[src/sv/aml_pkg.sv]
// Shared types, constants and curve tables for the audio mix-minus soft limiter.
// No dependencies; compile before the interfaces and the modules.
`default_nettype none

package aml_pkg;

  localparam int MAX_LANES  = 8;
  localparam int SAMPLE_W   = 16;
  // sum of eight 16-bit samples needs three more bits
  localparam int SUM_W      = SAMPLE_W + 3;
  localparam int LOW_W      = 15;
  localparam int LEVEL_W    = 3;
  localparam int CFG_IDX_W  = 1;
  localparam int CFG_DATA_W = 4;

  localparam logic [CFG_IDX_W-1:0] REG_CHANNEL_COUNT = 1'd0;
  localparam logic [CFG_IDX_W-1:0] REG_SINGLE_OUT    = 1'd1;

  localparam logic [3:0] CHANNEL_COUNT_RESET = 4'd8;

  localparam logic [LEVEL_W-1:0] TOP_LEVEL = 3'd4;

  typedef logic signed [SAMPLE_W-1:0] sample_t;
  typedef logic [MAX_LANES-1:0][SAMPLE_W-1:0] lanes_t;

  typedef struct packed {
    sample_t sample_7;
    sample_t sample_6;
    sample_t sample_5;
    sample_t sample_4;
    sample_t sample_3;
    sample_t sample_2;
    sample_t sample_1;
    sample_t sample_0;
  } frame_t;

  typedef struct packed {
    sample_t mixed;
    sample_t minus_7;
    sample_t minus_6;
    sample_t minus_5;
    sample_t minus_4;
    sample_t minus_3;
    sample_t minus_2;
    sample_t minus_1;
    sample_t minus_0;
  } result_t;

  function automatic lanes_t frame_lanes(input frame_t f);
    lanes_t l;
    l[0] = f.sample_0;
    l[1] = f.sample_1;
    l[2] = f.sample_2;
    l[3] = f.sample_3;
    l[4] = f.sample_4;
    l[5] = f.sample_5;
    l[6] = f.sample_6;
    l[7] = f.sample_7;
    return l;
  endfunction

  function automatic result_t pack_result(input sample_t mixed, input lanes_t minus);
    result_t r;
    r.mixed   = mixed;
    r.minus_0 = minus[0];
    r.minus_1 = minus[1];
    r.minus_2 = minus[2];
    r.minus_3 = minus[3];
    r.minus_4 = minus[4];
    r.minus_5 = minus[5];
    r.minus_6 = minus[6];
    r.minus_7 = minus[7];
    return r;
  endfunction

  // knee base per level
  function automatic logic [LOW_W-1:0] knee_base(input logic [LEVEL_W-1:0] level);
    logic [LOW_W-1:0] b;
    unique case (level)
      3'd0:    b = 15'd0;
      3'd1:    b = 15'd28672;
      3'd2:    b = 15'd32256;
      3'd3:    b = 15'd32704;
      3'd4:    b = 15'd32760;
      default: b = 15'd0;
    endcase
    return b;
  endfunction

  // right shift of the slope term per level
  function automatic logic [3:0] knee_shift(input logic [LEVEL_W-1:0] level);
    logic [3:0] s;
    unique case (level)
      3'd0:    s = 4'd3;
      3'd1:    s = 4'd6;
      3'd2:    s = 4'd9;
      3'd3:    s = 4'd12;
      3'd4:    s = 4'd15;
      default: s = 4'd15;
    endcase
    return s;
  endfunction

endpackage

`default_nettype wire

[src/sv/aml_frame_if.sv]
// Input channel: one frame of samples per item, valid/ready handshake.
// Depends on aml_pkg.
`default_nettype none

interface aml_frame_if;
  logic            valid;
  logic            ready;
  aml_pkg::frame_t data;

  modport source (output valid, output data, input ready);
  modport sink   (input valid, input data, output ready);
endinterface

`default_nettype wire

[src/sv/aml_result_if.sv]
// Output channel: mix and mix-minus results per item, valid/ready handshake.
// Depends on aml_pkg.
`default_nettype none

interface aml_result_if;
  logic             valid;
  logic             ready;
  aml_pkg::result_t data;

  modport source (output valid, output data, input ready);
  modport sink   (input valid, input data, output ready);
endinterface

`default_nettype wire

[src/sv/aml_limiter.sv]
// Five-level piecewise soft limiter on a signed sum, sign restored at the end.
// Depends on aml_pkg; purely combinational.
`default_nettype none

module aml_limiter (
  input  wire logic signed [aml_pkg::SUM_W-1:0]    x,
  output      logic signed [aml_pkg::SAMPLE_W-1:0] y
);

  logic                               neg;
  logic [aml_pkg::SUM_W-1:0]          mag;
  logic [aml_pkg::LEVEL_W-1:0]        level;
  logic [aml_pkg::LOW_W-1:0]          low;
  logic [aml_pkg::LOW_W+2:0]          slope;
  logic [aml_pkg::LOW_W+2:0]          slope_sh;
  logic [aml_pkg::LOW_W:0]            y_mag;

  always_comb begin
    neg   = x[aml_pkg::SUM_W-1];
    mag   = neg ? aml_pkg::SUM_W'(-x) : aml_pkg::SUM_W'(x);
    // level = magnitude >> 15, clamped at the top knee
    if (mag[aml_pkg::SUM_W-1] || mag[aml_pkg::SUM_W-2]) begin
      level = aml_pkg::TOP_LEVEL;
    end else begin
      level = {1'b0, mag[aml_pkg::LOW_W+1:aml_pkg::LOW_W]};
    end
    low      = mag[aml_pkg::LOW_W-1:0];
    // 7 * low as (low << 3) - low
    slope    = {low, 3'b000} - {3'b000, low};
    slope_sh = slope >> aml_pkg::knee_shift(level);
    // never above 32766, so it fits in 16 bits
    y_mag    = {1'b0, aml_pkg::knee_base(level)} + slope_sh[aml_pkg::LOW_W:0];
    y        = neg ? -$signed(y_mag) : $signed(y_mag);
  end

endmodule

`default_nettype wire

[src/sv/audio_mix_minus_soft_limiter_core.sv]
// Top level of the audio mix-minus soft limiter: input register, mixer and limiters,
// result register. Depends on aml_pkg, aml_frame_if, aml_result_if and aml_limiter.
`default_nettype none

// Channel   Dir  Handshake     Payload
// frame     in   valid/ready   sample_0 .. sample_7, signed 16 bit
// result    out  valid/ready   mixed, minus_0 .. minus_7, signed 16 bit
// cfg       in   cfg_we only   cfg_index (0 channel_count, 1 single_out), cfg_data
//
// Two register stages: an item is accepted into the input register, the mix, the
// mix-minus terms and the limiter curve are worked out between that register and
// the result register. One item per cycle sustained while the result is not stalled; the
// adder tree plus limiter between the two registers sets the clock.
// Synchronous reset clears both valid flags and loads channel_count 8, single_out 0.
// A stalled result holds; the input register still takes an item when the result
// register is about to empty, so full throughput needs no idle cycles.

module audio_mix_minus_soft_limiter_core #(
  parameter int CHANNELS = 8
) (
  input  wire logic                                clk,
  input  wire logic                                rst,
  aml_frame_if.sink                                frame,
  aml_result_if.source                             result,
  input  wire logic                                cfg_we,
  input  wire logic [aml_pkg::CFG_IDX_W-1:0]       cfg_index,
  input  wire logic [aml_pkg::CFG_DATA_W-1:0]      cfg_data
);

  localparam logic [3:0] CH_N = 4'(CHANNELS);

  // configuration registers
  logic [3:0] channel_count;
  logic       single_out;

  always_ff @(posedge clk) begin
    if (rst) begin
      channel_count <= aml_pkg::CHANNEL_COUNT_RESET;
      single_out    <= 1'b0;
    end else if (cfg_we) begin
      unique case (cfg_index)
        aml_pkg::REG_CHANNEL_COUNT: channel_count <= cfg_data;
        aml_pkg::REG_SINGLE_OUT:    single_out    <= cfg_data[0];
        default: ;
      endcase
    end
  end

  // effective channel count, saturated to 1..CHANNELS
  logic [3:0] n_eff;
  always_comb begin
    if (channel_count == 4'd0) begin
      n_eff = 4'd1;
    end else if (channel_count > CH_N) begin
      n_eff = CH_N;
    end else begin
      n_eff = channel_count;
    end
  end

  // input register stage
  logic                   s1_valid;
  logic                   s1_advance;
  aml_pkg::sample_t       s1_lane [CHANNELS];
  aml_pkg::lanes_t        in_lanes;

  assign in_lanes    = aml_pkg::frame_lanes(frame.data);
  assign s1_advance  = !result.valid || result.ready;
  assign frame.ready = !s1_valid || s1_advance;

  always_ff @(posedge clk) begin
    if (rst) begin
      s1_valid <= 1'b0;
    end else if (frame.ready) begin
      s1_valid <= frame.valid;
    end
  end

  always_ff @(posedge clk) begin
    if (frame.valid && frame.ready) begin
      for (int i = 0; i < CHANNELS; i++) begin
        s1_lane[i] <= $signed(in_lanes[i]);
      end
    end
  end

  // mixer: inactive lanes count as zero
  logic [CHANNELS-1:0]                  active;
  logic signed [aml_pkg::SUM_W-1:0]     lane_ext [CHANNELS];
  logic signed [aml_pkg::SUM_W-1:0]     sum;
  logic signed [aml_pkg::SUM_W-1:0]     minus_in [CHANNELS];

  always_comb begin
    sum = '0;
    for (int i = 0; i < CHANNELS; i++) begin
      active[i]   = 4'(i) < n_eff;
      lane_ext[i] = active[i] ? aml_pkg::SUM_W'(s1_lane[i]) : '0;
      sum         = sum + lane_ext[i];
    end
    for (int i = 0; i < CHANNELS; i++) begin
      minus_in[i] = sum - lane_ext[i];
    end
  end

  logic signed [aml_pkg::SAMPLE_W-1:0] mixed_lim;
  logic signed [aml_pkg::SAMPLE_W-1:0] minus_lim [CHANNELS];

  aml_limiter u_mix_lim (
    .x (sum),
    .y (mixed_lim)
  );

  for (genvar g = 0; g < CHANNELS; g++) begin : g_minus
    aml_limiter u_minus_lim (
      .x (minus_in[g]),
      .y (minus_lim[g])
    );
  end

  // result selection
  logic                single_lane;
  logic                minus_en;
  aml_pkg::sample_t    mixed_sel;
  aml_pkg::lanes_t     minus_sel;

  always_comb begin
    single_lane = n_eff == 4'd1;
    minus_en    = !single_out && !single_lane;
    // one channel: sample 0 passes straight through
    mixed_sel   = single_lane ? s1_lane[0] : mixed_lim;
    minus_sel   = '0;
    for (int i = 0; i < CHANNELS; i++) begin
      if (minus_en && active[i]) begin
        minus_sel[i] = minus_lim[i];
      end
    end
  end

  // result register
  always_ff @(posedge clk) begin
    if (rst) begin
      result.valid <= 1'b0;
    end else if (s1_advance) begin
      result.valid <= s1_valid;
    end
  end

  always_ff @(posedge clk) begin
    if (s1_advance && s1_valid) begin
      result.data <= aml_pkg::pack_result(mixed_sel, minus_sel);
    end
  end

  // checks
  a_accept_fills_s1 : assert property (@(posedge clk) disable iff (rst)
    (frame.valid && frame.ready) |=> s1_valid)
    else $error("accepted item did not reach the input register");

  a_s1_moves_on : assert property (@(posedge clk) disable iff (rst)
    (s1_valid && s1_advance) |=> result.valid)
    else $error("input register item did not reach the result register");

  a_s1_holds : assert property (@(posedge clk) disable iff (rst)
    (s1_valid && !s1_advance) |=> (s1_valid && $stable(s1_lane[0])))
    else $error("stalled input register lost its item");

  a_ready_when_empty : assert property (@(posedge clk) disable iff (rst)
    !result.valid |-> frame.ready)
    else $error("input stalled with an empty result register");

endmodule

`default_nettype wire
[src/flat_wrapper.sv]
// flat-port wrapper written by rule: the top's interface ports become plain ports
module audio_mix_minus_soft_limiter_core_flat 
#(
  parameter int CHANNELS = 8
)
  (clk, rst, cfg_we, cfg_index, cfg_data, frame_valid, frame_data, frame_ready, result_valid, result_data, result_ready);
  aml_frame_if frame_i ();
  aml_result_if result_i ();
  input  wire logic clk;
  input  wire logic rst;
  input  wire logic cfg_we;
  input  wire logic [aml_pkg::CFG_IDX_W-1:0] cfg_index;
  input  wire logic [aml_pkg::CFG_DATA_W-1:0] cfg_data;
  input wire logic [$bits(frame_i.valid)-1:0] frame_valid;
  input wire logic [$bits(frame_i.data)-1:0] frame_data;
  output wire logic [$bits(frame_i.ready)-1:0] frame_ready;
  output wire logic [$bits(result_i.valid)-1:0] result_valid;
  output wire logic [$bits(result_i.data)-1:0] result_data;
  input wire logic [$bits(result_i.ready)-1:0] result_ready;
  assign frame_i.valid = frame_valid;
  assign frame_i.data = frame_data;
  assign frame_ready = frame_i.ready;
  assign result_valid = result_i.valid;
  assign result_data = result_i.data;
  assign result_i.ready = result_ready;
  audio_mix_minus_soft_limiter_core #(.CHANNELS(CHANNELS)) u_core (.clk(clk), .rst(rst), .frame(frame_i), .result(result_i), .cfg_we(cfg_we), .cfg_index(cfg_index), .cfg_data(cfg_data));
endmodule
[config.mk]
export PLATFORM = sky130hd
export DESIGN_NAME = audio_mix_minus_soft_limiter_core_flat
export DESIGN_NICKNAME = d
export VERILOG_FILES = /design/src/sv/aml_pkg.sv /design/src/sv/aml_frame_if.sv /design/src/sv/aml_result_if.sv /design/src/sv/aml_limiter.sv /design/src/sv/audio_mix_minus_soft_limiter_core.sv /design/src/flat_wrapper.sv
export SDC_FILE = /design/constraint.sdc
export NUM_CORES = 2
export LEC_CHECK = 0
export ABC_AREA = 1
export ABC_CLOCK_PERIOD_IN_PS = 10800
export BUFFER_PORTS_ARGS = -buffer_cell sky130_fd_sc_hd__buf_2
export CAP_MARGIN = 15
export CORE_AREA = 2 2 206 411
export DETAILED_ROUTE_END_ITERATION = 6
export DIE_AREA = 0 0 208 413
export HOLD_SLACK_MARGIN = 0.15
export PLACE_DENSITY = 0.79
export REMOVE_ABC_BUFFERS = 1
export SETUP_SLACK_MARGIN = 0.02
export SLEW_MARGIN = 20
export SYNTH_ARGS = -nofsm -noshare
export SYNTH_HDL_FRONTEND = slang
export SYNTH_HIERARCHICAL = 1
export SYNTH_SLANG_ARGS = --single-unit
[constraint.sdc]
create_clock -name clk -period 10.8 [get_ports clk]
set_input_delay 1.62 -clock clk [delete_from_list [all_inputs] [get_ports clk]]
set_output_delay 1.62 -clock clk [all_outputs]
set_load 0.02 [all_outputs]
==> metrics.yaml <==
logic_synthesis:
  synth_top_cell_by_area: "edfxtp_1"
  synth_edf_count: 272
  synth-seq-area-share: 0.174
  ys_seq_elements: 279
  synth_most_common_cell: "nand2_1"
  yosys_warnings: 6
  yosys.area.top_type_share: 0.171
  synth_cell_types: 58
  syn_avg_cell_area_um2: 6.43
  synth_area_um2: 47800
  synth_area_leaders: "edfxtp_1, nand2_1, ha_1"
  synth_cells: 7424
  async_flop_share: 0
  ys.flop_type: "edfxtp_1"
  synth_common_cells: "nand2_1, inv_1, nand3_1, nor2_1, ha_1"
layout:
  syn_to_final_growth_pct: 42.1
  drive_gt1_frac: 0.340
  layout.nets: 9834
  layout.cells.non_filler: 10300
global_routing:
  grt-ovfl-total: 0
  grt_usage: 0.346
  grt_pass1_vias: 51400
  antenna_found_initial: 1
  grt_pass1_wl_mm: 246
  grt_max_degree: 78
detailed_routing:
  wl_per_cell_um: 16.9
  viasPerCell: 5.59
  drtIter0Drc: 4858
  vias: 57500
  drtPass1Iterations: 7
  ant_nets: 0
  drt-total-wl_mm: 174
  drc_errors: 2
setup_path:
  timing.rr.start: "u_core/channel_count[3]$_SDFFE_PP1P_"
  cp-end-kind: "flop"
  cpMaxStageDelayCell: "fa_1"
  critPathLaunchType: "flop"
  crit_arrival_ps: 11340
  worstSetupPathType: "flop to flop"
  cp_common_cell: "nand2_1"
  slowest_delay_ps: 530
  startpoint: "u_core/channel_count[3]$_SDFFE_PP1P_"
  timing.rr.end: "u_core/result.data[62]$_SDFFCE_PN0P_"
  required_ps: 11170
  r2r_cells: 71
  r2r_setup_slack_ps: -170
  crit_path_max_fanout: 8
die:
  die_w_um: 208
  core-area_um2: 83000
  boundaryPins: 284
  die_area_um2: 85900
  std_cell_rows: 150
  die_h_um: 413
  start_util: 0.576
sta:
  grt_setup_unrepaired: "true"
  fin_skew_ps: 32.8
  hold_viol: 0
  finalCritPeriodShare: 1.02
  final.min_clock_period_ps: 10970
  slew-limit-headroom: 0.303
  worst_pin_slew_ps: 1050
  final_max_slew_viol_count: 0
  setup_viol: 10
  fmax_mhz: 91.1
  tns_ps: -904
  final.setup.worst_slack_ps: -174
run_status:
  status: "complete, but fails checks"
  violations: "DRC, setup timing"
cts:
  cts_tree: "built"
  cts_buffers: 28
  clk_pin_slew_ps: 70
  cts_root_buf: "clkbuf_16"
  clock_sinks: 279
  htreeDepth: 1
  hold_buffers: 0
  clockBufferDepth: 3
  clk_latency_ps: 670
run:
  drv_cap: 0
hold_path:
  holdPathStages: 2
  hp-start: "u_core/s1_valid$_SDFFE_PP0N_"
  holdPathEnd: "u_core/s1_valid$_SDFFE_PP0N_"
  hp-class: "flop to flop"
placed_design:
  hpwl_mm: 126
  dp_cells: 10000
  placement.io_buffers: 283
  place_congestion: 1.05
## stage by stage
stage | cell area (um^2) | setup WS [ps] | util | hold WS, ps
2_1_floorplan | 46900 | -956 | - | 445
3_3_place_gp | 60500 | -311 | 0.729 | 516
3_5_place_dp | 60500 | -555 | 0.729 | 550
4_1_cts | 62000 | 20.1 | 0.747 | 563
5_1_grt | 67900 | -720 | 0.818 | 602
6_report | 67900 | -174 | 0.818 | 561
## routing by layer
layer  track usage  share of wire
met1         0.424           0.38
met2         0.599           0.47
met3        0.0460          0.082
met4         0.164          0.064
met5             0       0.000075
## how the worst max path moves through the flow
stage	to	slack [ps]	cells after the start
after detailed placement	u_core/result.data[127]$_SDFFCE_PN0P_	-560	68
after floorplan	u_core/result.data[127]$_SDFFCE_PN0P_	-960	70
after global routing	u_core/result.data[110]$_SDFFCE_PN0P_	-720	71
after CTS	u_core/result.data[14]$_SDFFCE_PN0P_	20	69
after global placement	u_core/result.data[127]$_SDFFCE_PN0P_	-310	68
final	u_core/result.data[62]$_SDFFCE_PN0P_	-170	71
## final cells by class
| cell class | instances | area, um^2 |
|---|---|---|
| timing repair buffer | 1878 | 13900 |
| inverter | 1190 | 4500 |
| sequential | 279 | 8320 |
| tap | 1064 | 1330 |
| clock buffer | 29 | 704 |
| fill | 5457 | 15100 |
| multi-input combinational | 5816 | 38900 |
| clock inverter | 22 | 231 |
| antenna | 1 | 2.50 |
## cells by family after synthesis
logic type	count (synthesis)	synth area share
flip-flops	279	0.174
AO/OA/AOI/OAI	1042	0.127
adder cells (fa/ha/maj)	503	0.150
buffers and inverters	1330	0.111
XOR/XNOR	417	0.0770
AND/OR/NAND/NOR	3851	0.361
multiplexers	2	0.000419
## state kept, by name, indices dropped and copies added (netlist names)
signal	flops
u_core/channel_count	4
u_core/s1_lane	128
u_core/result.data	144
u_core/single_out	1
u_core/result.valid	1
u_core/s1_valid	1
## repair_timing
action | in CTS | in global routing
pin swaps | 48 | 376
resized for setup | 102 | 1032
cloned | 0 | 4
buffers inserted | 24 | 153
endpoints found under the hold margin | 0 | 0
setup endpoints to repair | 60 | 88
## worst max-delay path: cells and delay by family, from the launching register on
kind,cells,cell delay [ps]
xor gates and xnor gates,3,620
AOI/OAI and AO/OA,11,1530
buffers and inverters,19,1970
adders and majority gates,8,3050
and+or+nand+nor,30,3060
DFF,1,380
## cell usage in the layout, fill, tap and decap left out, types with 16 or more instances in the layout
master,instances
nand3b_1,44
a21o_1,45
xnor2_1,92
nor3_2,24
buf_2,283
ha_4,117
xor2_1,252
nor2_2,81
nand2_4,51
nor2_1,589
fa_1,100
a21oi_1,279
a21oi_2,90
nand2_2,269
buf_6,42
o21ai_1,136
o21bai_1,67
nand2_1,1733
nand3_1,657
fa_2,16
ha_1,256
buf_4,1526
buf_12,18
edfxtp_1,272
or2_1,22
inv_2,101
o21ai_2,79
nand4_1,101
nor3_1,64
o21ai_0,166
nor2_4,29
nand3_2,118
xor2_2,51
o211ai_1,44
clkbuf_16,31
inv_1,1077
Power is left out: the tool's default activity adds up to more than one toggle a clock period on the data nets, which glitch-free logic cannot reach.
